$ cat config.mk
export PLATFORM = sky130hd
export DESIGN_NAME = bemf_zero_crossing_detector
export DESIGN_NICKNAME = d
export VERILOG_FILES = /design/src/hw/rtl/bzcd_pkg.sv /design/src/hw/rtl/bzcd_eval.sv /design/src/hw/rtl/bemf_zero_crossing_detector.sv
export SDC_FILE = /design/constraint.sdc
export NUM_CORES = 1
export LEC_CHECK = 0
export ABC_AREA = 0
export BUFFER_PORTS_ARGS = -buffer_cell sky130_fd_sc_hd__buf_4
export CAP_MARGIN = 20
export CORE_ASPECT_RATIO = 0.8
export CORE_UTILIZATION = 53
export CTS_CLUSTER_SIZE = 12
export DETAILED_ROUTE_END_ITERATION = 12
export HOLD_SLACK_MARGIN = 0.02
export PLACE_DENSITY = 0.83
export SLEW_MARGIN = 20
export SYNTH_ARGS = -nofsm -noshare
export SYNTH_HDL_FRONTEND = slang
export SYNTH_SLANG_ARGS = --single-unit
$ cat constraint.sdc
create_clock -name clk -period 10.9 [get_ports clk]
set_clock_uncertainty 0.1 [all_clocks]
set_input_delay 2.18 -clock clk [delete_from_list [all_inputs] [get_ports clk]]
set_output_delay 2.18 -clock clk [all_outputs]
set_load 0.005 [all_outputs]
$ cat src/hw/rtl/bzcd_pkg.sv
// ----------------------------------------------------------------------------
// bzcd_pkg: shared types and constants for the back-EMF zero-crossing detector
// Item, state and result layouts, register indexes, limits.
// ----------------------------------------------------------------------------
package bzcd_pkg;

  localparam int TIMER_W    = 16;
  localparam int STEP_W     = 3;
  localparam int CNT_W      = 14;
  localparam int CFG_IDX_W  = 1;
  localparam int CFG_DATA_W = 16;

  localparam logic [CNT_W-1:0]   CROSS_MAX      = CNT_W'(10000);
  localparam logic [TIMER_W-1:0] OFFSET_DEFAULT = TIMER_W'(133);

  // tdata layouts, lowest bit first
  localparam int IN_BITS     = STEP_W + 3 + 2 * TIMER_W + 1;
  localparam int IN_DATA_W   = ((IN_BITS + 7) / 8) * 8;
  localparam int OUT_BITS    = 2 + 4 * TIMER_W + CNT_W + 1;
  localparam int OUT_DATA_W  = ((OUT_BITS + 7) / 8) * 8;

  // configuration register indexes
  localparam logic [CFG_IDX_W-1:0] REG_DETECT_ENABLE  = CFG_IDX_W'(0);
  localparam logic [CFG_IDX_W-1:0] REG_CAPTURE_OFFSET = CFG_IDX_W'(1);

  typedef enum logic {
    FUNC_TICK  = 1'b0,
    FUNC_REARM = 1'b1
  } func_t;

  typedef enum logic [1:0] {
    HIST_LOW     = 2'd0,
    HIST_HIGH    = 2'd1,
    HIST_INVALID = 2'd2
  } hist_t;

  typedef struct packed {
    func_t               func;
    logic [STEP_W-1:0]   step;
    logic                comp_a;
    logic                comp_b;
    logic                comp_c;
    logic [TIMER_W-1:0]  timer_count;
    logic [TIMER_W-1:0]  timer_period;
    logic                motor_running;
  } item_t;

  typedef struct packed {
    hist_t [2:0]         hist;
    logic                lockout;
    logic                us_checked;
    logic [CNT_W-1:0]    crossings;
    logic [TIMER_W-1:0]  elapsed_latest;
    logic [TIMER_W-1:0]  elapsed_before;
    logic [TIMER_W-1:0]  period_latest;
    logic [TIMER_W-1:0]  period_before;
  } state_t;

  typedef struct packed {
    logic                crossing_event;
    logic                undershoot_event;
    logic [TIMER_W-1:0]  elapsed_capture;
    logic [TIMER_W-1:0]  previous_capture;
    logic [TIMER_W-1:0]  period_capture;
    logic [TIMER_W-1:0]  previous_period;
    logic [CNT_W-1:0]    crossing_count;
    logic                locked_out;
  } result_t;

endpackage

$ cat src/hw/rtl/bzcd_eval.sv
// ----------------------------------------------------------------------------
// bzcd_eval: per-item evaluation
// Next detector state and result for one item, purely combinational.
// ----------------------------------------------------------------------------
module bzcd_eval (
  input  bzcd_pkg::item_t                 item,
  input  bzcd_pkg::state_t                cur,
  input  logic                            detect_enable,
  input  logic [bzcd_pkg::TIMER_W-1:0]    capture_offset,
  output bzcd_pkg::state_t                nxt,
  output bzcd_pkg::result_t               res
);
  import bzcd_pkg::*;

  logic               active;
  logic [1:0]         sel;
  logic [1:0]         inval;
  logic               rising;
  logic               comp_now;
  hist_t              old;
  logic               at_after;
  logic               was_before;
  logic [TIMER_W-1:0] eighth;
  logic [TIMER_W-1:0] win_hi;
  logic [TIMER_W-1:0] cap;
  logic               cross_ev;
  logic               under_ev;

  // floating phase: steps 1,4 -> a; 2,5 -> b; 3,6 -> c
  always_comb begin
    active = 1'b1;
    sel    = 2'd0;
    case (item.step)
      3'd1, 3'd4: sel = 2'd0;
      3'd2, 3'd5: sel = 2'd1;
      3'd3, 3'd6: sel = 2'd2;
      default:    active = 1'b0;
    endcase
    case (sel)
      2'd0:    inval = 2'd2;
      2'd1:    inval = 2'd0;
      default: inval = 2'd1;
    endcase
  end

  always_comb begin
    case (sel)
      2'd0:    comp_now = item.comp_a;
      2'd1:    comp_now = item.comp_b;
      default: comp_now = item.comp_c;
    endcase
  end

  assign rising     = item.step[0];
  assign old        = cur.hist[sel];
  assign at_after   = (comp_now == rising);
  assign was_before = (old == (rising ? HIST_LOW : HIST_HIGH));
  assign eighth     = item.timer_period >> 3;
  assign win_hi     = item.timer_period - (item.timer_period >> 4);
  assign cap        = item.timer_count - capture_offset;

  always_comb begin
    nxt      = cur;
    cross_ev = 1'b0;
    under_ev = 1'b0;
    if (item.func == FUNC_REARM) begin
      nxt.lockout    = 1'b0;
      nxt.us_checked = 1'b0;
    end else if (detect_enable && active) begin
      nxt.hist[inval] = HIST_INVALID;
      nxt.hist[sel]   = comp_now ? HIST_HIGH : HIST_LOW;

      // once-per-step undershoot check
      if ((item.timer_count > eighth) && item.motor_running && !cur.us_checked) begin
        if (at_after && !cur.lockout) begin
          nxt.elapsed_before = cur.elapsed_latest;
          nxt.period_before  = cur.period_latest;
          nxt.elapsed_latest = eighth;
          nxt.period_latest  = item.timer_period;
          nxt.lockout        = 1'b1;
          under_ev           = 1'b1;
        end
        nxt.us_checked = 1'b1;
      end

      // qualified edge; lockout from an undershoot on this tick blocks it
      if (at_after && was_before && !nxt.lockout) begin
        nxt.elapsed_before = nxt.elapsed_latest;
        nxt.elapsed_latest = cap;
        nxt.period_latest  = item.timer_period;
        if ((cap > eighth) && (cap < win_hi)) begin
          nxt.lockout = 1'b1;
          cross_ev    = 1'b1;
          if (cur.crossings < CROSS_MAX) begin
            nxt.crossings = cur.crossings + CNT_W'(1);
          end
        end
      end
    end
  end

  assign res.crossing_event   = cross_ev;
  assign res.undershoot_event = under_ev;
  assign res.elapsed_capture  = nxt.elapsed_latest;
  assign res.previous_capture = nxt.elapsed_before;
  assign res.period_capture   = nxt.period_latest;
  assign res.previous_period  = nxt.period_before;
  assign res.crossing_count   = nxt.crossings;
  assign res.locked_out       = nxt.lockout;

endmodule

$ cat src/hw/rtl/bemf_zero_crossing_detector.sv
// ----------------------------------------------------------------------------
// bemf_zero_crossing_detector: sensorless BLDC back-EMF zero-crossing detector
// Input register, combinational evaluation against the detector state, and an
// output register; one result transaction per input transaction.
// ----------------------------------------------------------------------------
// Path: the input register feeds the evaluation, whose result is held in the output register on m_tdata.
// Throughput: one transaction per cycle; the input register and the state
//   update take a new item every cycle unless the output register is full
//   and m_tready is low.
// Reset (rst, synchronous, active high): pipeline empty, history invalid,
//   lockout, captures and count cleared, detect_enable 0, offset 133.
module bemf_zero_crossing_detector (
  input  logic                               clk,
  input  logic                               rst,
  // input stream
  input  logic                               s_tvalid,
  output logic                               s_tready,
  // [2:0] step, [3] comp_a, [4] comp_b, [5] comp_c, [21:6] timer_count,
  // [37:22] timer_period, [38] motor_running, [39] zero
  input  logic [bzcd_pkg::IN_DATA_W-1:0]     s_tdata,
  // [0] func (0 PWM tick, 1 rearm)
  input  logic                               s_tuser,
  // result stream
  output logic                               m_tvalid,
  input  logic                               m_tready,
  // [0] crossing_event, [1] undershoot_event, [17:2] elapsed_capture,
  // [33:18] previous_capture, [49:34] period_capture, [65:50] previous_period,
  // [79:66] crossing_count, [80] locked_out, [87:81] zero
  output logic [bzcd_pkg::OUT_DATA_W-1:0]    m_tdata,
  // configuration write channel
  input  logic                               cfg_valid,
  output logic                               cfg_ready,
  input  logic [bzcd_pkg::CFG_IDX_W-1:0]     cfg_index,
  input  logic [bzcd_pkg::CFG_DATA_W-1:0]    cfg_data
);
  import bzcd_pkg::*;

  // configuration registers
  logic               detect_enable;
  logic [TIMER_W-1:0] capture_offset;

  // pipeline
  logic    in_valid;
  item_t   in_item;
  item_t   s_item;
  logic    out_valid;
  result_t out_res;
  logic    advance;

  // detector state
  state_t  state;
  state_t  state_next;
  result_t res_next;

  // Unpack the slave tdata/tuser into the item struct.
  assign s_item.func          = func_t'(s_tuser);
  assign s_item.step          = s_tdata[STEP_W-1:0];
  assign s_item.comp_a        = s_tdata[STEP_W];
  assign s_item.comp_b        = s_tdata[STEP_W+1];
  assign s_item.comp_c        = s_tdata[STEP_W+2];
  assign s_item.timer_count   = s_tdata[STEP_W+3 +: TIMER_W];
  assign s_item.timer_period  = s_tdata[STEP_W+3+TIMER_W +: TIMER_W];
  assign s_item.motor_running = s_tdata[STEP_W+3+2*TIMER_W];

  // The item in the input register moves to the output register whenever
  // that register is empty or being drained this cycle; the state is
  // updated on the same edge, so back-to-back items see each other's state.
  assign advance  = !out_valid || m_tready;
  assign s_tready = !in_valid || advance;

  always_ff @(posedge clk) begin
    if (rst) begin
      in_valid <= 1'b0;
    end else if (s_tready) begin
      in_valid <= s_tvalid;
    end
  end

  always_ff @(posedge clk) begin
    if (s_tready && s_tvalid) begin
      in_item <= s_item;
    end
  end

  bzcd_eval u_eval (
    .item           (in_item),
    .cur            (state),
    .detect_enable  (detect_enable),
    .capture_offset (capture_offset),
    .nxt            (state_next),
    .res            (res_next)
  );

  // Detector state: only touched when an item leaves the input register.
  always_ff @(posedge clk) begin
    if (rst) begin
      state.hist           <= '{HIST_INVALID, HIST_INVALID, HIST_INVALID};
      state.lockout        <= 1'b0;
      state.us_checked     <= 1'b0;
      state.crossings      <= '0;
      state.elapsed_latest <= '0;
      state.elapsed_before <= '0;
      state.period_latest  <= '0;
      state.period_before  <= '0;
    end else if (in_valid && advance) begin
      state <= state_next;
    end
  end

  // Output register.
  always_ff @(posedge clk) begin
    if (rst) begin
      out_valid <= 1'b0;
    end else if (advance) begin
      out_valid <= in_valid;
    end
  end

  always_ff @(posedge clk) begin
    if (in_valid && advance) begin
      out_res <= res_next;
    end
  end

  assign m_tvalid = out_valid;
  assign m_tdata  = OUT_DATA_W'({out_res.locked_out, out_res.crossing_count,
                                 out_res.previous_period, out_res.period_capture,
                                 out_res.previous_capture, out_res.elapsed_capture,
                                 out_res.undershoot_event, out_res.crossing_event});

  // Configuration: always ready; the user must write only while the block is idle (not enforced here).
  assign cfg_ready = 1'b1;

  always_ff @(posedge clk) begin
    if (rst) begin
      detect_enable  <= 1'b0;
      capture_offset <= OFFSET_DEFAULT;
    end else if (cfg_valid) begin
      case (cfg_index)
        REG_DETECT_ENABLE:  detect_enable  <= cfg_data[0];
        REG_CAPTURE_OFFSET: capture_offset <= cfg_data[TIMER_W-1:0];
        default: ;
      endcase
    end
  end

  // --------------------------------------------------------------------------
  // Assertions
  // --------------------------------------------------------------------------

  // An undershoot on a tick locks out the edge, so both never report together.
  a_single_event: assert property (@(posedge clk) disable iff (rst)
    out_valid |-> !(out_res.crossing_event && out_res.undershoot_event))
    else $error("crossing and undershoot in one result");

  // Any reported event leaves the lockout set.
  a_event_locks: assert property (@(posedge clk) disable iff (rst)
    (out_valid && (out_res.crossing_event || out_res.undershoot_event))
      |-> out_res.locked_out)
    else $error("event reported without lockout");

  // Crossing counter saturates.
  a_count_sat: assert property (@(posedge clk) disable iff (rst)
    state.crossings <= CROSS_MAX)
    else $error("crossing count past saturation");

  // A stalled item in the input register leaves the detector state alone.
  a_state_hold: assert property (@(posedge clk) disable iff (rst)
    (in_valid && !advance) |=> $stable(state))
    else $error("state changed while stalled");

endmodule

* Yosys cells after proc, flatten, opt, wreduce, memory -nomap -nowiden
Index checks and enable logic that the tools add are counted.
W data, S select, Z words.
** Storage, ports and cells
- Output and inout bits :: 91
- Input bits :: 63
- Logic and storage cells :: 117
- Register bits after elaboration :: 226
** Cells by class
- Add/sub/neg operators :: 3
- Bitwise logic cells :: 8
- $lt $le $gt $ge :: 8
- Reductions and logical operators :: 30
- Muxes and demuxes :: 29
- Equal/unequal tests :: 9
** Operators with widths (count)
- $mux W64 :: 2
- $mux W80 :: 1
- $mux W78 :: 1
- $mux W62 :: 1
- $gt A16 B13 Y1 :: 2
- $mux W14 :: 2
- $lt A16 B16 Y1 :: 1
- $sub A16 B12 Y16 :: 1
- $sub A16 B16 Y16 :: 1
- $add A14 B1 Y14 const B :: 1
- $lt A14 B14 Y1 const B :: 1
- $mux W2 :: 7
- $logic_and A1 B1 Y1 :: 11
- $eq A3 B3 Y1 const B :: 3
- $demux W2 S2 :: 2
- $mux W1 :: 8
- $pmux W2 S2 :: 2
- $bwmux W6 :: 1
- $eq A3 B2 Y1 const B :: 2
- $lt A2 B3 Y1 const B :: 2
- $reduce_and A3 Y1 :: 2
- $reduce_or A3 Y1 :: 2
- $reduce_or A6 Y1 :: 1
- $logic_not A1 Y1 :: 5
- 16 further kinds :: 25

* Longest topological paths before layout
Gate-level depths: netlist of run 1.
- Depth in word-level cells :: 16
- Gate-level depth with buffers :: 23
- Mapped depth without buffers :: 21

* Hierarchy
From an unflattened synthesis of run 1, not the netlist that was laid out.
** Second synthesis, totals
- Cell total of the unflattened synthesis :: 1228
- Area total of the unflattened synthesis :: 12968.7 um^2
** By module, submodules not included
- bemf_zero_crossing_detector :: cells each 589, times used 1, seq. area each 5735.5 um^2, area each 8206.6 um^2
- bzcd_eval :: cells each 639, times used 1, seq. area each 0.0 um^2, area each 4762.1 um^2

* Worst setup path after synthesis of run 1
No wires, ideal clock.
- Path kind :: input to register
- Start point :: input m_tready
- End point :: register state[67] (netlist name)
- Data required time :: 10.676 ns
- Path buffers :: 2
- Arrival time :: 5.780 ns
- Stages on the path :: 7
- Setup slack :: 4.896 ns
- Setup time :: 0.124 ns
- Cells stage by stage :: nor2b_1 -> nand2b_1 -> clkbuf_1 -> inv_1 -> buf_1 -> nand3_1 -> mux2_1
** On the way
- Cells in the longest elaborated chain, start to end :: 2
** Ends and longest elaborated chain
- start, declared :: RTL line bemf_zero_crossing_detector.sv:25 : input logic m_tready,
- $logic_or A1 B1 Y1 :: RTL line bemf_zero_crossing_detector.sv:68 : assign advance = !out_valid || m_tready;
- $logic_and A1 B1 Y1 :: RTL line bemf_zero_crossing_detector.sv:105 : end else if (in_valid && advance) begin
- end signal, assigned :: RTL line bemf_zero_crossing_detector.sv:106 : state <= state_next;
- end, declared :: RTL line bemf_zero_crossing_detector.sv:51 : state_t state;
Every way passes these cells.
A chain may end at the register's enable or synchronous reset.

* Worst setup path after layout of run 1
- Start point :: register in_item[17] (netlist name)
- End point :: register state[64] (netlist name)
** On the way
- Cells in the longest elaborated chain, start to end :: 11
- Elaborated cells between the ends (all ways) :: 16
- Classes of those cells :: add/sub: 1; order compare: 3; mux: 7; reduce/logical: 5
** Ends and longest elaborated chain
- start, declared :: RTL line bemf_zero_crossing_detector.sv:44 : item_t in_item;
- start signal, assigned :: RTL line bemf_zero_crossing_detector.sv:81 : in_item <= s_item;
- parallel branches: the longest is 8 deep, another holds $sub A16 B16 Y16
- $mux W62 * :: RTL line bzcd_eval.sv:87 : if (at_after && was_before && !nxt.lockout) begin
- $mux W80 * :: RTL line bzcd_eval.sv:69 : end else if (detect_enable && active) begin
- $mux W78 * :: RTL line bzcd_eval.sv:66 : if (item.func == FUNC_REARM) begin
Every way passes the cells marked *. The select of a mux whose other input is x is not followed.

==> metrics.md, run 1 <==
| Metric | Value |
|---|---|
| Status | `finished, final reports clean` |
| CTS-repair resized insts | `0` |
| Pleak | `5.518 nW` |
| Clock buffer depth | `3` |
| Die Ht | `133.9 um` |
| Clk sinks | `226` |
| Drt total wl | `27.00 mm` |
| Max Fanout on Critical Path | `31` |
| Critical R2R Launch | `in_item[17]$_DFFE_PP_` |
| Critical path launch point type | `flop` |
| Cts bufs inserted | `23` |
| Sequential element share of the synthesized area | `49.74%` |
| Post-Place Cell Area | `0.01271 mm2` |
| Crit path from | `in_item[17]$_DFFE_PP_` |
| Routability congestion estimate from global placement | `0.8976` |
| Vias per cell | `5.826` |
| Area contributors post-synth | `edfxtp_1 32%, dfxtp_1 18%, ha_1 7.5%` |
| Synth Register Bits | `226` |
| Hold-fix buffer count after cts | `0` |
| Initial Utilization | `54.93%` |
| Worst min path class | `reg -> reg` |
| Asr flop ratio synth | `0%` |
| Share of layout cells above drive strength 1 | `20.63%` |
| FF-to-FF setup slack | `5.67 ns` |
| Fmax achieved | `191.3 MHz` |
| WS Path Type | `reg -> reg` |
| CTS tree | `done` |
| Area Growth Syn to Fin | `16.11%` |
| ANT cells | `0` |
| Number of I/O port buffers | `144` |
| Overall routing resource usage | `23.73%` |
| Top-count cell post-synth | `nand2_1` |
| Final setup violation count | `0` |
| Finished Cell Area | `0.01339 mm2` |
| Setup TNS | `0 ns` |
| WL per Instance | `18.00 um` |
| Crit path to | `state[64]$_SDFFE_PP0P_` |
| RSZ-0062 raised after global routing | `no` |
| Cell Area, Synth | `0.01153 mm2` |
| Antenna viol nets, final | `0` |
| Yosys warns | `0` |
| Tmin final | `5.227 ns` |
| CP endpoint kind | `flop` |
| Iteration-0 DRC Markers | `852` |
| Io pins | `154` |
| Gr ovfl total | `0` |
| Clock Latency Late Sink | `0.51 ns` |
| Avg Cell Area, Syn | `10.52 um2` |
| Post-synthesis cell count | `1,096` |
| PD cells | `147.3 mW/mm2` |
| Postcts setup bufs | `0` |
| Main synth FF type | `edfxtp_1` |
| Pwr Total | `1.972 mW` |
| Max Cap Violations | `0` |
| Hpwl dp | `18.72 mm` |
| CP Data Required Time | `11.20 ns` |
| Worst-case reg-to-reg path depth | `19` |
| Largest net degree at the start of global routing | `91` |
| Fill cells | `1,636` |
| Number of nets in the layout | `1,349` |
| Worst slew pin tran | `1.085 ns` |
| Number of flops mapped to enable cells by yosys | `121` |
| H-tree depth | `1` |
| Max Transition Viols Final | `0` |
| Core area | `0.02099 mm2` |
| Initial antenna violation count | `0` |
| VDD IR max | `0.1713 mV` |
| Final count of hold timing violations | `0` |
| Die footprint | `0.02235 mm2` |
| Area share of the largest cell type after synthesis | `31.51%` |
| First drt pass iteration count | `6` |
| Root buffer cell | `clkbuf_16` |
| Period utilization | `47.95%` |
| Total number of vias | `8,739` |
| Die Wd | `166.9 um` |
| Post-synth cell types | `78` |
| Layout Utilization | `63.78%` |
| Relative slew slack | `27.25%` |
| Synth area leader | `edfxtp_1` |
| Row count | `47` |
| Vias in the first global route | `8,249` |
| Reg clk slew, reported paths | `0.06 ns` |
| # DRC | `0` |
| Global-route wire length before repair | `42.98 mm` |
| FF-to-FF End | `state[64]$_SDFFE_PP0P_` |
| Most common library cells after synthesis | `127 x nand2_1, 121 x edfxtp_1, 105 x dfxtp_1, 91 x a21oi_1, 73 x nor2_1` |
| WP data arrival | `5.52 ns` |
worst min path at each step:
stage                                               start  cells after the start                               to  slack (ns)
after floorplan                    state[32]$_SDFFE_PP0P_                      2           state[32]$_SDFFE_PP0P_        0.33
after global placement             state[47]$_SDFFE_PP0P_                      2           state[47]$_SDFFE_PP0P_        0.34
after detailed placement           state[47]$_SDFFE_PP0P_                      2           state[47]$_SDFFE_PP0P_        0.35
after CTS                          state[47]$_SDFFE_PP0P_                      2           state[47]$_SDFFE_PP0P_        0.36
after global routing               state[35]$_SDFFE_PP0P_                      2           state[35]$_SDFFE_PP0P_        0.37
final                     capture_offset[13]$_SDFFE_PP0P_                      2  capture_offset[13]$_SDFFE_PP0P_        0.35
sequential cells by signal, indices dropped and copies added, names as in the netlist, named ones only:
register and flops:
in_item 40, capture_offset 16, in_valid 1, state 84, m_tdata 81, m_tvalid 1
detect_enable 1
cells by family (layout without fill, tap and decap cells):
| logic type | Yosys count | count (layout) | synth area share [%] |
|---|---|---|---|
| muxes | 58 | 58 | 5.675 |
| other | 2 | 8 | 0.06513 |
| xor gates and xnor gates | 37 | 37 | 2.810 |
| buffers and inverters | 110 | 239 | 4.286 |
| AOI/OAI and AO/OA | 246 | 246 | 15.08 |
| adders and majority gates | 71 | 71 | 7.834 |
| and+or+nand+nor | 346 | 346 | 14.51 |
| DFF | 226 | 226 | 49.74 |
through the flow:
step	hold WS, ns	instances	setup slack, ns
floorplan	0.3338	1102	4.896
global route	0.3741	1500	5.440
detailed placement	0.3479	1459	5.342
CTS	0.3560	1500	5.777
finish	0.3545	1500	5.673
global placement	0.3390	1459	5.434
layout make-up:
type / count / area, um2 / share of cell area (%)
inverter: 50 / 188.9 / 1.411
clock buffer: 38 / 661.9 / 4.943
sequential: 226 / 5736 / 42.84
multi-input combinational: 766 / 5336 / 39.86
timing repair buffer: 148 / 1111 / 8.298
clock inverter: 3 / 18.77 / 0.1402
tap: 269 / 336.6 / 2.514
power by group:
group / total, mW / switching [mW] / internal [mW]
Clock: 0.729 / 0.317 / 0.413
Combinational: 0.291 / 0.164 / 0.127
Sequential: 0.952 / 0.0224 / 0.930
Total: 1.97 / 0.503 / 1.47
layout by cell type, fill, tap and decap left out, drive strengths merged, types with 5 or more instances in the layout:
cell / synthesis / final
mux2: 56 / 56
nor2b: 20 / 20
a21o: 17 / 17
o211a: 17 / 17
nor3b: 5 / 5
xnor2: 25 / 25
xor2: 12 / 12
a31oi: 6 / 6
o21ai: 25 / 25
and2: 9 / 9
nor2: 73 / 73
buf: 34 / 148
dfxtp: 105 / 105
o21a: 7 / 7
inv: 49 / 49
nand2b: 25 / 25
nand4: 13 / 13
nor3: 14 / 14
edfxtp: 121 / 121
nand3: 24 / 24
and3: 18 / 18
clkbuf: 26 / 38
o22ai: 12 / 12
a22o: 7 / 7
conb: 2 / 8
ha: 69 / 69
a211oi: 17 / 17
a21oi: 92 / 92
nand2: 127 / 127
critical path: stages, from the launching register on:
cell and delay, ns:
edfxtp_1 0.36, inv_1 0.09, ha_1 0.16, inv_1 0.05, fa_1 0.43, a211oi_2 0.25, o21ai_1 0.12, and2_1 0.17
o21ai_0 0.15, nand2b_1 0.08, xor2_1 0.31, ha_1 0.32, and3_1 0.20, a221o_1 0.33, a2111oi_0 0.46, a221oi_1 0.18
or4_1 0.47, and4bb_4 0.34, and2_1 0.24, mux2_4 0.30
routing by layer:
metal / share of wire, % / vias to the layer above / global-route usage, %
li1: - / 4191 / -
met1: 46 / 4181 / 33.99
met2: 45 / 335 / 37.77
met3: 7.6 / 32 / 3.895
met4: 1.7 / 0 / 5.298
met5: 0 / - / 0
Power figures use the tool's default switching activity.
==> run 2: changes to the inputs <==
--- a/config.mk
+++ b/config.mk
@@ -13,7 +13,7 @@
 export CTS_CLUSTER_SIZE = 12
 export DETAILED_ROUTE_END_ITERATION = 12
 export HOLD_SLACK_MARGIN = 0.02
-export PLACE_DENSITY = 0.83
+export PLACE_DENSITY = 0.86
 export SLEW_MARGIN = 20
 export SYNTH_ARGS = -nofsm -noshare
 export SYNTH_HDL_FRONTEND = slang
==> constraint.sdc (replaced) <==
create_clock -name clk -period 4.3 [get_ports clk]
set_clock_uncertainty 0.1 [all_clocks]
set_input_delay 0.86 -clock clk [delete_from_list [all_inputs] [get_ports clk]]
set_output_delay 0.86 -clock clk [all_outputs]
set_load 0.005 [all_outputs]
==> metrics.md, run 2 (same netlist as run 1, synthesis figures left out) <==
| Metric | Value |
|---|---|
| Global-route wire length before repair | `46.27 mm` |
| Largest net degree at the start of global routing | `54` |
| RSZ-0062 raised after global routing | `yes` |
| Vias in the first global route | `8,818` |
| Area Growth Syn to Fin | `25.53%` |
| Initial antenna violation count | `0` |
| Row count | `47` |
| Clk sinks | `226` |
| Reg clk slew, reported paths | `0.07 ns` |
| Relative slew slack | `32.59%` |
| Sequential power share | `46.3%` |
| Drt total wl | `29.89 mm` |
| Max Cap Violations | `0` |
| Number of nets in the layout | `1,455` |
| Fmax achieved | `216.0 MHz` |
| Worst min path class | `reg -> reg` |
| Antenna viol nets, final | `0` |
| Clock buffer depth | `3` |
| Largest Register | `state` |
| Hpwl dp | `20.32 mm` |
| Post-Place Cell Area | `0.01337 mm2` |
| Combinational Power Share | `18.0%` |
| Status | `complete, but fails checks` |
| Overall routing resource usage | `25.88%` |
| First drt pass iteration count | `5` |
| Failing checks | `setup timing` |
| Finished Cell Area | `0.01448 mm2` |
| Worst-case reg-to-reg path depth | `22` |
| Max FFs per register | `84` |
| Clock Latency Late Sink | `0.51 ns` |
| Die footprint | `0.02235 mm2` |
| Most common cell after layout, fill and taps aside | `buf_4` |
| Max Transition Viols Final | `0` |
| WS Path Type | `reg -> reg` |
| Worst slew pin tran | `1.011 ns` |
| Clock Power Share | `35.7%` |
| Critical path launch point type | `flop` |
| Number of I/O port buffers | `144` |
| ANT cells | `0` |
| Most frequent cells in the layout | `243 x buf_4, 124 x nand2_1, 121 x edfxtp_1` |
| Final setup violation count | `31` |
| CP Data Required Time | `4.45 ns` |
| Fill cells | `1,500` |
| Sw power | `1.332 mW` |
| Vias per cell | `5.847` |
| Layout Utilization | `68.95%` |
| Period utilization | `107.7%` |
| Routability congestion estimate from global placement | `0.9402` |
| Final worst slack | `-0.3292 ns` |
| Hold Crit Depth | `2` |
| Tmin final | `4.629 ns` |
| Final count of hold timing violations | `0` |
| Gr ovfl total | `0` |
| WL per Instance | `18.61 um` |
| Cts bufs inserted | `23` |
| WP data arrival | `4.78 ns` |
| Die Wd | `166.9 um` |
| CTS tree | `done` |
| Pleak | `6.085 nW` |
| Core area | `0.02099 mm2` |
| VDD IR max | `0.2661 mV` |
| Die Ht | `133.9 um` |
| Internal | `3.846 mW` |
| Root buffer cell | `clkbuf_16` |
| Total number of vias | `9,390` |
| Max Fanout on Critical Path | `6` |
| PD cells | `357.7 mW/mm2` |
| Initial Utilization | `54.93%` |
| # DRC | `0` |
| CP endpoint kind | `flop` |
| Share of layout cells above drive strength 1 | `29.84%` |
| Sw Share | `25.73%` |
| Iteration-0 DRC Markers | `918` |
| H-tree depth | `1` |
| Hold-fix buffer count after cts | `0` |
| Io pins | `154` |
## run 2: changes by cell type in the layout (fill, tap and decap cells not counted), sizes merged
cell,change
and4bb,+3
buf,+103
clkbuf,+1
inv,-1
## run 2: cell type report
class                           count  area (um2)  share of cell area [%]
Timing Repair Buffer              251        1923                   13.29
Sequential cell                   226        5736                   39.62
Multi-Input combinational cell    769        5615                   38.79
Tap cell                          269       336.6                   2.325
Clock buffer                       39       666.9                   4.607
Clock inverter                      2       8.758                 0.06051
Inverter                           50       188.9                   1.305
## run 2: critical path: stages, from the launching register on
cell      delay [ns]
edfxtp_1        0.38
inv_1           0.08
ha_2            0.18
inv_2           0.04
fa_2            0.36
a21o_1          0.20
a21oi_2         0.16
nor2b_1         0.06
o21a_1          0.18
or3_4           0.34
a31o_4          0.24
nor3_4          0.14
o21bai_1        0.10
xnor2_1         0.22
ha_1            0.26
and4_1          0.19
o21ai_1         0.07
a31o_2          0.19
o21ai_4         0.10
and4bb_4        0.45
buf_6           0.12
nand3_2         0.07
xnor2_1         0.15
## run 2: what timing repair did
action	CTS	global route
gates cloned	3	0
hold endpoints to repair	0	0
gates resized for setup	45	22
endpoints found under the setup margin	31	31
pin swaps	26	31
buffers inserted	9	10
## run 2: worst paths after layout
check | start | end | slack [ns]
max | in_item[1]$_DFFE_PP_ | m_tdata[71]$_DFFE_PP_ | -0.33
min | capture_offset[5]$_SDFFE_PP0P_ | capture_offset[5]$_SDFFE_PP0P_ | 0.36
max reg2reg | in_item[1]$_DFFE_PP_ | m_tdata[71]$_DFFE_PP_ | -0.33
min reg2reg | capture_offset[5]$_SDFFE_PP0P_ | capture_offset[5]$_SDFFE_PP0P_ | 0.36
## run 2: power by group through the flow
stage	combinational [mW]	sequential, mW	clock (mW)
2_1_floorplan	0.500	2.44	0
3_3_place_gp	0.812	2.44	0
3_5_place_dp	0.837	2.44	0
4_1_cts	0.887	2.40	1.86
5_1_grt	1.02	2.40	1.95
6_report	0.932	2.40	1.85
## run 2: through the flow
step | std cells | TNS, ns | total power [mW] | hold slack [ns] | setup WS (ns)
floorplan | 1102 | -2.155 | 2.939 | 0.3338 | -0.1505
global placement | 1543 | -10.79 | 3.253 | 0.3390 | -0.4714
detailed placement | 1543 | -13.25 | 3.280 | 0.3470 | -0.5479
CTS | 1596 | -8.340 | 5.148 | 0.3579 | -0.3772
global route | 1606 | -10.87 | 5.372 | 0.3824 | -0.4508
finish | 1606 | -6.899 | 5.178 | 0.3561 | -0.3292
## run 2: routing by layer
metal / share of wire [%] / track usage [%] / vias up
li1: - / - / 4428
met1: 43 / 35.95 / 4506
met2: 47 / 43.07 / 399
met3: 7.4 / 3.423 / 57
met4: 2.1 / 6.121 / 0
met5: 0 / 0 / -
